File: config.mk
export PLATFORM = sky130hd
export DESIGN_NAME = separator_field_splitter_core
export DESIGN_NICKNAME = d
export VERILOG_FILES = /design/src/design/sfs_pkg.sv /design/src/design/separator_field_splitter_core.sv /design/src/design/sfs_split_core.sv /design/src/design/sfs_result_fifo.sv
export SDC_FILE = /design/constraint.sdc
export NUM_CORES = 1
export LEC_CHECK = 0
export BUFFER_PORTS_ARGS = -buffer_cell sky130_fd_sc_hd__buf_4
export CORE_MARGIN = 2
export CORE_UTILIZATION = 40
export DETAILED_ROUTE_END_ITERATION = 12
export GPL_TIMING_DRIVEN = 1
export SETUP_SLACK_MARGIN = 0.3
export SKIP_CTS_REPAIR_TIMING = 1
export SLEW_MARGIN = 20
export SYNTH_ARGS = -nofsm -noshare
export SYNTH_HDL_FRONTEND = slang
export SYNTH_SLANG_ARGS = --single-unit
File: constraint.sdc
create_clock -name clk -period 9.83 [get_ports clk]
set_clock_uncertainty 0.05 [all_clocks]
set_input_delay 1.4745 -clock clk [delete_from_list [all_inputs] [get_ports clk]]
set_output_delay 1.4745 -clock clk [all_outputs]
set_load 0.01 [all_outputs]
File: src/design/sfs_pkg.sv
// ----------------------------------------------------------------------------
// sfs_pkg: shared types and constants of the separator field splitter
// Holds the configuration register indexes, the result record and the
// record that hands finished results from the split core to the result queue.
// ----------------------------------------------------------------------------
package sfs_pkg;

  // Default parameter values.
  localparam int SEP_MAX_DEF  = 8;
  localparam int OFFSET_W_DEF = 32;

  // Fixed field widths.
  localparam int BYTE_W     = 8;
  localparam int RES_W      = 32;
  localparam int LEN_W      = 4;
  localparam int CFG_DATA_W = 64;
  localparam int CFG_IDX_W  = 1;

  // Result queue geometry.
  localparam int FIFO_DEPTH = 4;
  localparam int FIFO_AW    = $clog2(FIFO_DEPTH);
  localparam int FIFO_CW    = FIFO_AW + 1;

  typedef enum logic [CFG_IDX_W-1:0] {
    CFG_SEP_BYTES = 1'b0,
    CFG_SEP_LEN   = 1'b1
  } cfg_idx_t;

  typedef struct packed {
    logic [RES_W-1:0] part_start;
    logic [RES_W-1:0] part_length;
    logic             last_part;
  } result_t;

  // Up to two results per input byte, res0 first.
  typedef struct packed {
    logic [1:0] n;
    result_t    res0;
    result_t    res1;
  } push_t;

endpackage

File: src/design/separator_field_splitter_core.sv
// A byte taken into the input register waits there while the result queue
// lacks room, then its results are written into the queue, which offers them in order.
// Throughput: one byte per cycle while the output takes one transfer per cycle;
// a byte that yields two results hands both over the single output port in turn.
// Reset: synchronous, active low; clears the byte window, position, open part
// start, the result queue and the configuration (separator length one).
// ----------------------------------------------------------------------------
// separator_field_splitter_core: byte stream splitter on a multibyte separator
// Input register, split core with a parallel window compare, and a small
// result queue that parts the input side from the output side.
// ----------------------------------------------------------------------------
module separator_field_splitter_core
  import sfs_pkg::*;
#(
  parameter int SEP_MAX  = SEP_MAX_DEF,
  parameter int OFFSET_W = OFFSET_W_DEF
) (
  input  logic                  clk,
  input  logic                  rst_n,
  input  logic                  cfg_wr_en,
  input  logic [CFG_IDX_W-1:0]  cfg_index,
  input  logic [CFG_DATA_W-1:0] cfg_wdata,
  input  logic                  in_valid,
  output logic                  in_stall,
  input  logic [BYTE_W-1:0]     in_data_byte,
  input  logic                  in_final_byte,
  output logic                  out_valid,
  input  logic                  out_stall,
  output logic [RES_W-1:0]      out_part_start,
  output logic [RES_W-1:0]      out_part_length,
  output logic                  out_last_part
);

  logic [CFG_DATA_W-1:0] sep_bytes_r;
  logic [LEN_W-1:0]      sep_len_r;

  logic                  item_vld_r;
  logic [BYTE_W-1:0]     item_byte_r;
  logic                  item_fin_r;

  logic                  advance;
  logic                  q_space;
  logic                  q_not_empty;
  logic                  pop;
  push_t                 push;
  result_t               head;

  always_ff @(posedge clk) begin
    if (!rst_n) begin
      sep_bytes_r <= '0;
      sep_len_r   <= LEN_W'(1);
    end else if (cfg_wr_en) begin
      unique case (cfg_idx_t'(cfg_index))
        CFG_SEP_BYTES: sep_bytes_r <= cfg_wdata;
        CFG_SEP_LEN:   sep_len_r   <= cfg_wdata[LEN_W-1:0];
      endcase
    end
  end

  // The held byte moves on whenever the queue can take its results.
  assign advance  = item_vld_r && q_space;
  assign in_stall = item_vld_r && !q_space;

  always_ff @(posedge clk) begin
    if (!rst_n) begin
      item_vld_r <= 1'b0;
    end else if (!in_stall) begin
      item_vld_r <= in_valid;
    end
  end

  always_ff @(posedge clk) begin
    if (!in_stall && in_valid) begin
      item_byte_r <= in_data_byte;
      item_fin_r  <= in_final_byte;
    end
  end

  sfs_split_core #(
    .SEP_MAX  (SEP_MAX),
    .OFFSET_W (OFFSET_W)
  ) u_core (
    .clk        (clk),
    .rst_n      (rst_n),
    .item_vld   (advance),
    .data_byte  (item_byte_r),
    .final_byte (item_fin_r),
    .sep_bytes  (sep_bytes_r),
    .sep_len    (sep_len_r),
    .push       (push)
  );

  assign pop = q_not_empty && !out_stall;

  sfs_result_fifo u_fifo (
    .clk       (clk),
    .rst_n     (rst_n),
    .push      (push),
    .pop       (pop),
    .head      (head),
    .not_empty (q_not_empty),
    .space     (q_space)
  );

  assign out_valid       = q_not_empty;
  assign out_part_start  = head.part_start;
  assign out_part_length = head.part_length;
  assign out_last_part   = head.last_part;

endmodule

File: src/design/sfs_split_core.sv
// ----------------------------------------------------------------------------
// sfs_split_core: separator search and part bookkeeping
// Holds the recent byte window, the byte position and the start of the open
// part. For each byte it compares the window against the separator for every
// possible length in parallel and produces zero, one or two results.
// ----------------------------------------------------------------------------
module sfs_split_core
  import sfs_pkg::*;
#(
  parameter int SEP_MAX  = SEP_MAX_DEF,
  parameter int OFFSET_W = OFFSET_W_DEF
) (
  input  logic                  clk,
  input  logic                  rst_n,
  input  logic                  item_vld,
  input  logic [BYTE_W-1:0]     data_byte,
  input  logic                  final_byte,
  input  logic [CFG_DATA_W-1:0] sep_bytes,
  input  logic [LEN_W-1:0]      sep_len,
  output push_t                 push
);

  localparam logic [OFFSET_W-1:0] POS_MAX = {OFFSET_W{1'b1}};

  logic [BYTE_W-1:0]   win_r   [SEP_MAX];
  logic [BYTE_W-1:0]   win_nxt [SEP_MAX];
  logic [OFFSET_W-1:0] pos_r, pos_nxt;
  logic [OFFSET_W-1:0] ops_r, ops_nxt;

  logic [LEN_W-1:0]    len_eff;
  logic [OFFSET_W-1:0] len_ext;
  logic [SEP_MAX:0]    match_by_len;
  logic                win_hit;
  logic                can_match;
  logic                sep_hit;
  logic [OFFSET_W-1:0] end_pos;
  logic [OFFSET_W-1:0] span;
  logic [OFFSET_W-1:0] ops_after;
  logic [OFFSET_W-1:0] rem;
  result_t             res_match;
  result_t             res_fin;
  push_t               push_c;

  // Lengths above the window depth behave as the full window.
  assign len_eff = (sep_len > LEN_W'(SEP_MAX)) ? LEN_W'(SEP_MAX) : sep_len;
  assign len_ext = OFFSET_W'(len_eff);

  always_comb begin
    win_nxt[0] = data_byte;
    for (int k = 1; k < SEP_MAX; k++) begin
      win_nxt[k] = win_r[k-1];
    end
  end

  // Separator byte 0 is the oldest of the last l bytes.
  always_comb begin
    match_by_len = '0;
    for (int l = 1; l <= SEP_MAX; l++) begin
      match_by_len[l] = 1'b1;
      for (int j = 0; j < SEP_MAX; j++) begin
        if (j < l) begin
          if (win_nxt[l-1-j] != sep_bytes[BYTE_W*j +: BYTE_W]) begin
            match_by_len[l] = 1'b0;
          end
        end
      end
    end
  end

  always_comb begin
    win_hit = 1'b0;
    for (int l = 1; l <= SEP_MAX; l++) begin
      if (len_eff == LEN_W'(l)) begin
        win_hit = match_by_len[l];
      end
    end
  end

  assign end_pos   = (pos_r == POS_MAX) ? POS_MAX : pos_r + 1'b1;
  assign span      = end_pos - ops_r;
  assign can_match = (ops_r <= end_pos) && (span >= len_ext) && (pos_r != POS_MAX);
  assign sep_hit   = can_match && win_hit && (len_eff != '0);
  assign ops_after = sep_hit ? end_pos : ops_r;
  assign rem       = (end_pos >= ops_after) ? end_pos - ops_after : '0;

  always_comb begin
    res_match.part_start  = RES_W'(ops_r);
    res_match.part_length = RES_W'(end_pos - len_ext - ops_r);
    res_match.last_part   = 1'b0;
    res_fin.part_start    = RES_W'(ops_after);
    res_fin.part_length   = RES_W'(rem);
    res_fin.last_part     = 1'b1;
  end

  always_comb begin
    push_c  = '0;
    pos_nxt = pos_r;
    ops_nxt = ops_r;
    if (len_eff == '0) begin
      // Every byte is a part of its own.
      push_c.n                    = 2'd1;
      push_c.res0.part_start      = RES_W'(pos_r);
      push_c.res0.part_length     = RES_W'(1);
      push_c.res0.last_part       = final_byte;
      push_c.res1                 = res_fin;
      ops_nxt                     = end_pos;
    end else begin
      push_c.n    = 2'(sep_hit) + 2'(final_byte);
      push_c.res0 = sep_hit ? res_match : res_fin;
      push_c.res1 = res_fin;
      ops_nxt     = ops_after;
    end
    pos_nxt = end_pos;
    if (final_byte) begin
      pos_nxt = '0;
      ops_nxt = '0;
    end
    if (!item_vld) begin
      push_c.n = 2'd0;
    end
  end

  assign push = push_c;

  always_ff @(posedge clk) begin
    if (!rst_n) begin
      pos_r <= '0;
      ops_r <= '0;
      for (int k = 0; k < SEP_MAX; k++) begin
        win_r[k] <= '0;
      end
    end else if (item_vld) begin
      pos_r <= pos_nxt;
      ops_r <= ops_nxt;
      for (int k = 0; k < SEP_MAX; k++) begin
        win_r[k] <= final_byte ? '0 : win_nxt[k];
      end
    end
  end

  // The open part never starts past the current position.
  a_ops_le_pos: assert property (@(posedge clk) disable iff (!rst_n)
    ops_r <= pos_r)
    else $error("open part start beyond byte position");

  // A final byte returns the string state to its start.
  a_fin_clears: assert property (@(posedge clk) disable iff (!rst_n)
    (item_vld && final_byte) |=> (pos_r == '0 && ops_r == '0))
    else $error("state not cleared after final byte");

  // Two results only come from a separator closing on a final byte.
  a_two_results: assert property (@(posedge clk) disable iff (!rst_n)
    (push.n == 2'd2) |-> (final_byte && sep_hit && push.res1.last_part))
    else $error("unexpected pair of results");

endmodule

File: src/design/sfs_result_fifo.sv
// ----------------------------------------------------------------------------
// sfs_result_fifo: result queue
// Takes zero, one or two results per cycle from the split core and hands
// them out one transfer at a time in order.
// ----------------------------------------------------------------------------
module sfs_result_fifo
  import sfs_pkg::*;
(
  input  logic    clk,
  input  logic    rst_n,
  input  push_t   push,
  input  logic    pop,
  output result_t head,
  output logic    not_empty,
  output logic    space
);

  result_t              mem [FIFO_DEPTH];
  logic [FIFO_AW-1:0]   wr_ptr_r, wr_ptr_nxt;
  logic [FIFO_AW-1:0]   rd_ptr_r, rd_ptr_nxt;
  logic [FIFO_CW-1:0]   count_r, count_nxt;
  logic [FIFO_AW-1:0]   wr_ptr_p1;

  assign wr_ptr_p1  = wr_ptr_r + 1'b1;
  assign head       = mem[rd_ptr_r];
  assign not_empty  = (count_r != '0);
  // Room for the largest burst from one byte.
  assign space      = (count_r <= FIFO_CW'(FIFO_DEPTH - 2));

  assign wr_ptr_nxt = wr_ptr_r + FIFO_AW'(push.n);
  assign rd_ptr_nxt = rd_ptr_r + FIFO_AW'(pop);
  assign count_nxt  = count_r + FIFO_CW'(push.n) - FIFO_CW'(pop);

  always_ff @(posedge clk) begin
    if (push.n != 2'd0) begin
      mem[wr_ptr_r] <= push.res0;
    end
    if (push.n == 2'd2) begin
      mem[wr_ptr_p1] <= push.res1;
    end
  end

  always_ff @(posedge clk) begin
    if (!rst_n) begin
      wr_ptr_r <= '0;
      rd_ptr_r <= '0;
      count_r  <= '0;
    end else begin
      wr_ptr_r <= wr_ptr_nxt;
      rd_ptr_r <= rd_ptr_nxt;
      count_r  <= count_nxt;
    end
  end

  a_no_overflow: assert property (@(posedge clk) disable iff (!rst_n)
    (push.n != 2'd0) |-> (count_r <= FIFO_CW'(FIFO_DEPTH - 2)))
    else $error("result queue written without room");

  a_no_underflow: assert property (@(posedge clk) disable iff (!rst_n)
    pop |-> (count_r != '0))
    else $error("result queue read while empty");

endmodule

# Word-level counts from Yosys, hierarchy flattened
# Memories as Yosys holds them, arrays and structs flattened. A register that Yosys moved wholly into a read port is not among the register bits.
# Cells that the tools add are included.
# word_totals
ramBits,324
output_inout_bits,67
elab_cells,180
mem_count,2
ff_bits,149
# mem_list
memory,depth,word_bits,rd,rd_ports_with_merged_regs,write_ports,line_no,rtl
u_fifo.mem,4,65,1,1,2,sfs_result_fifo.sv:18,result_t mem [FIFO_DEPTH];
u_core.win_r,8,8,7,0,8,sfs_split_core.sv:25,logic [BYTE_W-1:0] win_r [SEP_MAX];
# op_classes
order_cmp,5
reduce_logical,17
n_mux,79
bitwise_logic,9
eq_ne,47
n_addsub,11
# ops
op,n
$ne 8x8->1,36
$mux 32,6
$mux 132,1
$mux 8,16
$sub 32x32->32,3
$mux 65,1
$mux 1,52
$add 32x1->32 const B,1
$eq 32x32->1 const B,1
$ge 32x32->1,1
$ge 32x4->1,1
$le 32x32->1,1
$ne 32x32->1 const B,1
$sub 32x4->32,1
$eq 4x3->1 const B,4
$eq 4x2->1 const B,2
$logic_and 1x1->1,8
$or 1x1->1,8
$eq 4x1->1 const B,1
$eq 4x4->1 const B,1
$gt 4x4->1 const B,1
$logic_not 4->1,1
$mux 2,2
$mux 4,1
14 further kinds,17

# Depth between registers and ports, before layout
# logic_depth
depth_word,22
depth_mapped,42
depth_no_buf,36

# Hierarchy
# Synthesis repeated with hierarchy kept, for this count alone.
# unflattened
cells_unflattened,3158
area_unflattened_um2,33049.2
# by_module_without_submodules
mod,cells_each,area_each_um2,seq_area_each_um2,instances
sfs_split_core,2179,16564.6,2962.8,1
sfs_result_fifo,670,13367.8,7947.6,1
separator_field_splitter_core,309,3116.7,1651.6,1

# Least setup slack after synthesis
# Ideal clock, no wire load.
# synth_path
kind,register to register
startpoint,register u_core.pos_r[6]
endpoint,"memory u_fifo.mem[2][7] (netlist name), data pin"
t_arrival_ns,8.957
path_stages_with_launch,41
setup_ns,0.169
period_less_slack_ns,9.176
n_path_buf,8
path_slack_ns,0.654
path_cell_list,dfxtp_1 and4_1 nand4_1 or4_1 clkbuf_1 or2_2 clkbuf_1 clkbuf_1 nand2_1 inv_1 ha_1 clkbuf_2 nand3_1 or3_1 a2111o_1 a21boi_1 a2bb2o_1 or4b_1 (+5 left out) mux2i_1 inv_1 ha_1 inv_1 fa_1 a211oi_1 nor3_1 o21ai_0 a21oi_1 nor4_1 o21a_1 o41ai_1 clkbuf_1 clkbuf_1 nand2_1 nor2_1 a21oi_1 o31ai_1
# synth_lines
element,line_no,rtl
"start, declared",sfs_split_core.sv:27,"logic [OFFSET_W-1:0] pos_r, pos_nxt;"
"start signal, assigned",sfs_split_core.sv:133,pos_r <= pos_nxt;
"end, declared",sfs_result_fifo.sv:18,

==> impl_metrics.json <==
{
  "outcome": "completed",
  "cp.depth": 33,
  "p_per_area_mw_per_mm2": 160,
  "slowest_stage": "or4_1",
  "hpwlAfterDp_um": 82500,
  "syn_area_mm2": 0.0301,
  "hold_class": "reg2reg",
  "core_area_mm2": 0.0744,
  "endpoint": "u_fifo.mem[2][31]",
  "initial_core_util_pct": 40.5,
  "worst_pin_slew_ns": 1.14,
  "syn_nets": 3265,
  "r2r_start": "u_core.pos_r[7]",
  "grt_pass1_wl_um": 166000,
  "cap_violations": 0,
  "path_max_fanout": 17,
  "port_buffers": 145,
  "grt_max_degree": 79,
  "vias_per_cell": 6.03,
  "design_power_total_mw": 5.60,
  "cts_root_buffer": "clkbuf_16",
  "row_count": 100,
  "final_area_mm2": 0.0350,
  "crit_path_end_kind": "flop",
  "busiest_layer": "met2",
  "holdCritStartpoint": "sep_bytes_r[58]",
  "rr_endpoint": "u_fifo.mem[2][31]",
  "synth_edf_count": 321,
  "p_int_mw": 3.86,
  "dieArea_mm2": 0.0775,
  "drt_pass1_iterations": 6,
  "drt_iter0_markers": 2678,
  "finalNonFillerCells": 4242,
  "placed_area_mm2": 0.0334,
  "grt_pass1_vias": 25200,
  "ir_drop_uv": 122,
  "required_ns": 10.24,
  "rsz0062_at_grt": "yes",
  "whs_ns": 0.429,
  "pwr-share-seq_pct": 42.6,
  "cts_tree": "built",
  "synth_top_area_share_pct": 32.0,
  "p_sw_mw": 1.74,
  "die_w_um": 278,
  "r2r_setup_slack_ns": 0.56,
  "grtUsageMet3_pct": 3.95,
  "met1_usage_pct": 38.7,
  "slowest_delay_ns": 0.56,
  "avgSynthCellArea_um2": 9.89,
  "setup_slack_ns": 0.555,
  "area_growth_pct": 16.3,
  "max-slew-margin-rel_pct": 24.0,
  "max_freq_ghz": 0.108,
  "criticalPathCategory": "reg2reg",
  "routabilityCongestion": 1.03,
  "antenna_found_initial": 0,
  "layout_commonest_cell": "buf_4",
  "critPathLaunch": "u_core.pos_r[7]",
  "yosysWarnings": 0,
  "drive_gt1_share_pct": 17.0,
  "fill_cells": 6953,
  "cts_buffer_depth": 3,
  "yosysUniqueCellTypes": 76,
  "antennaDiodeCount": 0,
  "vias": 25600,
  "syn_inst": 3045,
  "synth_area_leaders": "edfxtp_1, dfxtp_1, xnor2_1",
  "critPathArrivalTime_ns": 9.69,
  "track_usage_pct": 28.4,
  "wl_um": 112000,
  "crit_buf_inv": 5,
  "cts.clk_slew.worst_paths_ns": 0.06,
  "dp_cells": 4146,
  "fin_crit_ns": 9.27,
  "ys_seq_area_share_pct": 41.6,
  "final_nets": 3452,
  "die-height_um": 278,
  "finalCritPeriodShare_pct": 94.4,
  "worstRegToRegCells": 33,
  "cts_buffers": 53,
  "grt_use_met2_pct": 46.5,
  "finalHoldViolations": 0,
  "fin_tns_setup_ns": 0,
  "drc_errors": 0,
  "slew_viol_final": 0,
  "synth-seq-cells": 465,
  "cts.sinks": 465,
  "setup_viol": 0,
  "crit_family": "compound AO/OA/AOI/OAI gates",
  "synth_top_area_cell": "edfxtp_1",
  "pre_cts_ws_ns": 0.220,
  "pwr-share-clk_pct": 34.2,
  "async_flop_share_pct": 0,
  "grt_overflow": 0,
  "p_sw_share_pct": 31.1,
  "power_leakage_nw": 13.6,
  "clk-insertion-delay-late_ns": 0.64,
  "htree_levels": 2,
  "pwr-share-comb_pct": 23.2,
  "ios": 146,
  "startpoint_type": "flop",
  "synthFlopType": "edfxtp_1",
  "postRouteAntennaNets": 0,
  "final_core_utilization_pct": 47.1,
  "wl_per_cell_um": 26.5,
  "final_cell_mix": "buf_4, edfxtp_1, nand2_1"
}
[power groups by stage]
stage	logic, mW	registers (mW)	clock network, mW
global route	1.39	2.39	2.02
finish	1.30	2.38	1.91
detailed placement	1.30	2.42	0
floorplan	0.868	2.25	0
CTS	1.30	2.38	1.94
global placement	1.29	2.42	0
[layer usage]
metal,share of wire (%),vias up
met5,0,-
met4,3.7,0
met3,7.0,210
met2,46,1232
met1,43,12600
li1,-,11600
[sequential cells by signal (all words and copies together), names as in the netlist, 2 cells and up]
signal,flops
u_core.ops_r,32
u_core.win_r,56
u_core.pos_r,32
u_fifo.wr_ptr_r,2
u_fifo.count_r,3
item_byte_r,8
sep_bytes_r,64
sep_len_r,4
u_fifo.mem,260
u_fifo.rd_ptr_r,2
[worst min-delay path by stage]
| stage | to | slack (ns) | depth (start not counted) |
|---|---|---|---|
| 3_3_place_gp | u_fifo.mem[1][0] | 0.41 | 1 |
| 4_1_cts | sep_bytes_r[56] | 0.43 | 2 |
| 3_5_place_dp | sep_bytes_r[56] | 0.42 | 2 |
| 6_report | sep_bytes_r[58] | 0.43 | 2 |
| 2_1_floorplan | u_fifo.mem[1][0] | 0.40 | 1 |
| 5_1_grt | sep_bytes_r[58] | 0.46 | 2 |
[area by class of cell]
| type | instances | area, um^2 | share of cell area (%) |
|---|---|---|---|
| Multi-Input combinational cell | 2185 | 16200 | 46.1 |
| Clock inverter | 28 | 235 | 0.671 |
| Sequential cell | 465 | 12500 | 35.7 |
| Tap cell | 969 | 1210 | 3.46 |
| Timing Repair Buffer | 367 | 2920 | 8.34 |
| Inverter | 160 | 601 | 1.71 |
| Clock buffer | 68 | 1390 | 3.97 |
[Yosys cell counts, types with 16 or more instances]
| cell | instances |
|---|---|
| and2_1 | 71 |
| ha_1 | 134 |
| or3_1 | 18 |
| a21boi_0 | 70 |
| a21oi_1 | 111 |
| inv_1 | 160 |
| xnor2_1 | 203 |
| nand4_1 | 74 |
| o21ai_0 | 103 |
| mux2i_1 | 65 |
| clkbuf_1 | 170 |
| o2bb2ai_1 | 32 |
| a21o_1 | 43 |
| nand2_1 | 297 |
| nor2b_1 | 20 |
| a31oi_1 | 16 |
| edfxtp_1 | 321 |
| nor3_1 | 22 |
| nor4_1 | 54 |
| buf_2 | 22 |
| nor2_1 | 127 |
| mux4_2 | 65 |
| xor2_1 | 172 |
| buf_1 | 31 |
| nand3_1 | 40 |
| dfxtp_1 | 144 |
| o31ai_1 | 30 |
| o22ai_1 | 230 |
[cell families after synthesis]
kind of cell	Yosys count	share of synthesized area, %
and+or+nand+nor	784	12.7
AOI/OAI and AO/OA	749	16.4
DFF	465	41.6
buffers and inverters	395	5.21
xor gates and xnor gates	375	10.9
adders and majority gates	141	6.03
muxes	136	7.24
[tightest hold or removal path: stages (launching register included)]
cell      delay, ns
dfxtp_1        0.32
nand2_1        0.05
a21boi_0       0.06
Note: power is estimated with default switching activity, not from simulation.
